--- src/hdl/stu_ram.sv ---
// Generic single-port-write, registered-read RAM.
module stu_ram #(
    parameter int unsigned WIDTH = 8,
    parameter int unsigned DEPTH = 16
) (
    input  logic                     i_clk,
    input  logic                     i_we,
    input  logic [$clog2(DEPTH)-1:0] i_waddr,
    input  logic [WIDTH-1:0]         i_wdata,
    input  logic [$clog2(DEPTH)-1:0] i_raddr,
    output logic [WIDTH-1:0]         o_rdata
);

    logic [WIDTH-1:0] r_mem [DEPTH];

    always_ff @(posedge i_clk) begin
        if (i_we) begin
            r_mem[i_waddr] <= i_wdata;
        end
        o_rdata <= r_mem[i_raddr];
    end

endmodule

--- config.mk ---
export PLATFORM = sky130hd
export DESIGN_NAME = stu_ram
export DESIGN_NICKNAME = d
export VERILOG_FILES = /design/src/hdl/stu_ram.sv
export SDC_FILE = /design/constraint.sdc
export NUM_CORES = 1
export LEC_CHECK = 0
export ABC_AREA = 1
export BUFFER_PORTS_ARGS = -buffer_cell sky130_fd_sc_hd__buf_2
export CORE_MARGIN = 5
export CORE_UTILIZATION = 61
export DETAILED_ROUTE_END_ITERATION = 7
export GPL_ROUTABILITY_DRIVEN = 1
export GPL_TIMING_DRIVEN = 0
export PLACE_DENSITY = 0.79
export REMOVE_ABC_BUFFERS = 1
export SKIP_LAST_GASP = 1
export SLEW_MARGIN = 20
export SYNTH_ARGS = -nofsm -noshare
export SYNTH_HDL_FRONTEND = slang
export SYNTH_SLANG_ARGS = --single-unit
--- constraint.sdc ---
create_clock -name i_clk -period 1.25 [get_ports i_clk]
set_input_delay 0.125 -clock i_clk [delete_from_list [all_inputs] [get_ports i_clk]]
set_output_delay 0.125 -clock i_clk [all_outputs]
set_load 0.05 [all_outputs]
* Word-level counts from Yosys, hierarchy flattened
Memory sizes are Yosys's and may differ from the RTL's. A register that Yosys moved wholly into a read port is not among the register bits. Cells that the tools add are included.
Storage, ports and cells: output and inout port bits 8, register bits after elaboration 0, memory bits (writable) 128, memories 1, word-level logic and storage cells 3
Operators by class: multiplexer cells 2
Memories:
- r_mem | words 16, bits a word 8, read ports 1, clocked after memory_dff 1, wr ports 1, line 14 | logic [WIDTH-1:0] r_mem [DEPTH];
Operator list (count):
- 2-to-1 mux 1 bit | 2

* Depth between registers and ports, before layout
depth in word-level cells 2, mapped depth 8, depth with buffers taken out 7

* Least setup slack after synthesis
No wires, ideal clock.
path kind input port to flip-flop, start point input port i_waddr[2], end point memory r_mem[10][0], enable pin, path slack 0.174 ns, required time 0.880 ns, arrival 0.706 ns, path buffers 0, setup time 0.370 ns, stages 2, cell sequence nand3b_1 -> nor2_1
RTL lines:
- start, declared | line 8 | input logic [$clog2(DEPTH)-1:0] i_waddr,
- end, declared | line 14
No word-level cell before the write port.

* Worst setup path in the final report
start point register o_rdata[7] (read register of r_mem), end point output port o_rdata[7]
RTL lines:
- start, declared | line 11 | output logic [WIDTH-1:0] o_rdata
No word-level cell between the ends.

==> results.cfg <==
[clock_tree]
clk_pin_slew_ns = 0.06
htreeDepth = 4
clk_latency_ns = 0.53
cts_tree = built
cts_buffer_depth = 2
cts_num_sinks = 136
cts_buffers = 17
cts_root_buffer = clkbuf_8

[finish]
syn2layout_area_growth_pct = 14.1
final_cell_mix = nand2_1, edfxtp_1, inv_1
final_cells = 720
drive_above_1_share_pct = 9.48
num-fill-cells = 604
antenna_cells = 0
nNetsFinal = 597
final_common_cell = nand2_1

[global_route]
grt_pass1_vias = 4033
grt_use_total_pct = 23.5
grt_max_degree = 65
grt_pass1_wl_um = 19900
overflow = 0
antenna_found_initial = 0

[place]
dp_hpwl_um = 7090
portBuffers = 25
gp_congestion = 0.781
post-place-cells = 682

[logic_synthesis]
yosysWarnings = 0
netlist_area_mm2 = 0.00577
yosysSeqAreaShare_pct = 69.4
synthCells = 551
ys_seq_elements = 136
yosysUniqueCellTypes = 12
syn_area_per_cell_um2 = 10.5

[timing]
rsz0062_at_grt = false
period_share_pct = 97.0
slew_violations = 0
post-route-min-period_ns = 1.21
clock_skew_ns = 0.00683
fmax_mhz = 825
tightest_slew_ns = 0.975
finalSetupViolations = 0
hold_violations = 0
maxSlewHeadroom_pct = 34.7

[die]
initial_core_util_pct = 62.4
dieArea_mm2 = 0.0115
num_rows = 35
die_h_um = 107
coreArea_mm2 = 0.00924
die_w_um = 107
ios = 26

[power_and_ir_drop]
internal_power_w = 0.00848
p_switching_w = 0.00238
power_density_mw_per_mm2 = 1650
clkPwrFrac_pct = 46.3
comb_power_share_pct = 6.5
power_w = 0.0109
p_seq_share_pct = 47.2
irDropWorstVdd_v = 0.00157
swShare_pct = 21.9
power_leakage_nw = 2.84

[setup_path]
end_kind = output pin
arrival_ns = 1.09
slowest_delay_ns = 0.31
critPathKind = reg2out
required_ns = 1.12
regToRegSetupSlack_ns = 0.14
critical_path_buf_inv_count = 1
cp_top_family = flip-flops
worst_path_max_delay_cell = dfxtp_1
timing.rr.start = r_mem[8][7]
critPathLaunchType = flip-flop
reg2regPathDepth = 6
crit_fanout = 1
crit_chain = buf_2
r2r_end = o_rdata[7]

[routing]
wl_per_cell_um = 17.5
vias = 3947
vias_per_cell = 5.48
routed_wl_um = 12600
first_iter_violations = 424
drcViolationCount = 0
dr.pass1.iters = 5
antenna_left = 0

[worst_hold_path]
hold_end = r_mem[14][0]
hold-path-cell-count = 1
min-delay-start = i_wdata[0]
min_path_type = in2reg

[job]
cap_viol_max_count = 0

[status]
status = complete, no violations
stage by stage:
step	utilization [%]	area, µm²	hold WS, ns	setup slack [ns]	TNS [ns]
2_1_floorplan	-	5600	0.224	0.145	0
3_3_place_gp	63.7	5890	0.517	-1.34	-36.02
3_5_place_dp	63.9	5910	0.530	-0.846	-36.45
4_1_cts	71.2	6580	0.00227	0.0229	0
5_1_grt	71.2	6580	0.00821	0.000791	0
6_report	71.2	6580	0.0162	0.0374	0
cell usage after synthesis:
library cell	count	area, µm²
buf_1	1	3.75
buf_2	13	65.1
buf_4	4	30.0
buf_6	6	67.6
dfxtp_1	8	160
edfxtp_1	128	3840
inv_1	100	375
inv_2	2	7.51
nand2_1	173	649
nand3_1	97	485
nand3b_1	2	15.0
nor2_1	17	63.8
power by group through the flow:
stage,clock network (W),logic [W],registers (W)
finish,0.00503,0.000711,0.00513
global placement,0,0.000640,0.00521
detailed placement,0,0.000671,0.00522
CTS,0.00503,0.000703,0.00513
global route,0.00527,0.000773,0.00513
floorplan,0,0.000275,0.00532
layer usage:
layer	GRT usage [%]	vias up	wire length, µm
li1	-	1827	-
met1	27.0	1862	4650
met2	40.6	217	6460
met3	5.90	41	1100
met4	12.4	0	378
met5	0	-	0
final cells by class:
type	count	area, µm²	share of cell area [%]
sequential	136	4000	60.8
multi-input combinational	289	1210	18.4
clock buffer	17	414	6.29
inverter	102	385	5.85
timing repair buffer	33	223	3.38
clock inverter	14	181	2.76
tap	129	161	2.45
worst max path at each step:
stage | startpoint | to | cells past startpoint
2_1_floorplan | i_raddr[0] | o_rdata[2] | 6
3_3_place_gp | i_raddr[0] | o_rdata[3] | 8
3_5_place_dp | i_raddr[0] | o_rdata[3] | 7
4_1_cts | o_rdata[7] | o_rdata[7] | 1
5_1_grt | o_rdata[3] | o_rdata[3] | 1
6_report | o_rdata[7] | o_rdata[7] | 1
sequential cells by signal, summed over array words and instances, names as in the netlist:
name and flops:
r_mem 128, o_rdata 8
cells by family after synthesis:
kind of cell	Yosys count	synth area share [%]
flip-flops	136	69.4
AND/OR/NAND/NOR	289	21.0
buffers and inverters	126	9.52
what timing repair did:
action	CTS	global route
endpoints found under the hold margin	74	0
setup buffers	0	0
gates resized for setup	3	1
setup endpoints to repair	8	1
hold buffers	7	0
No activity file was read; power rests on OpenSTA's default activity.
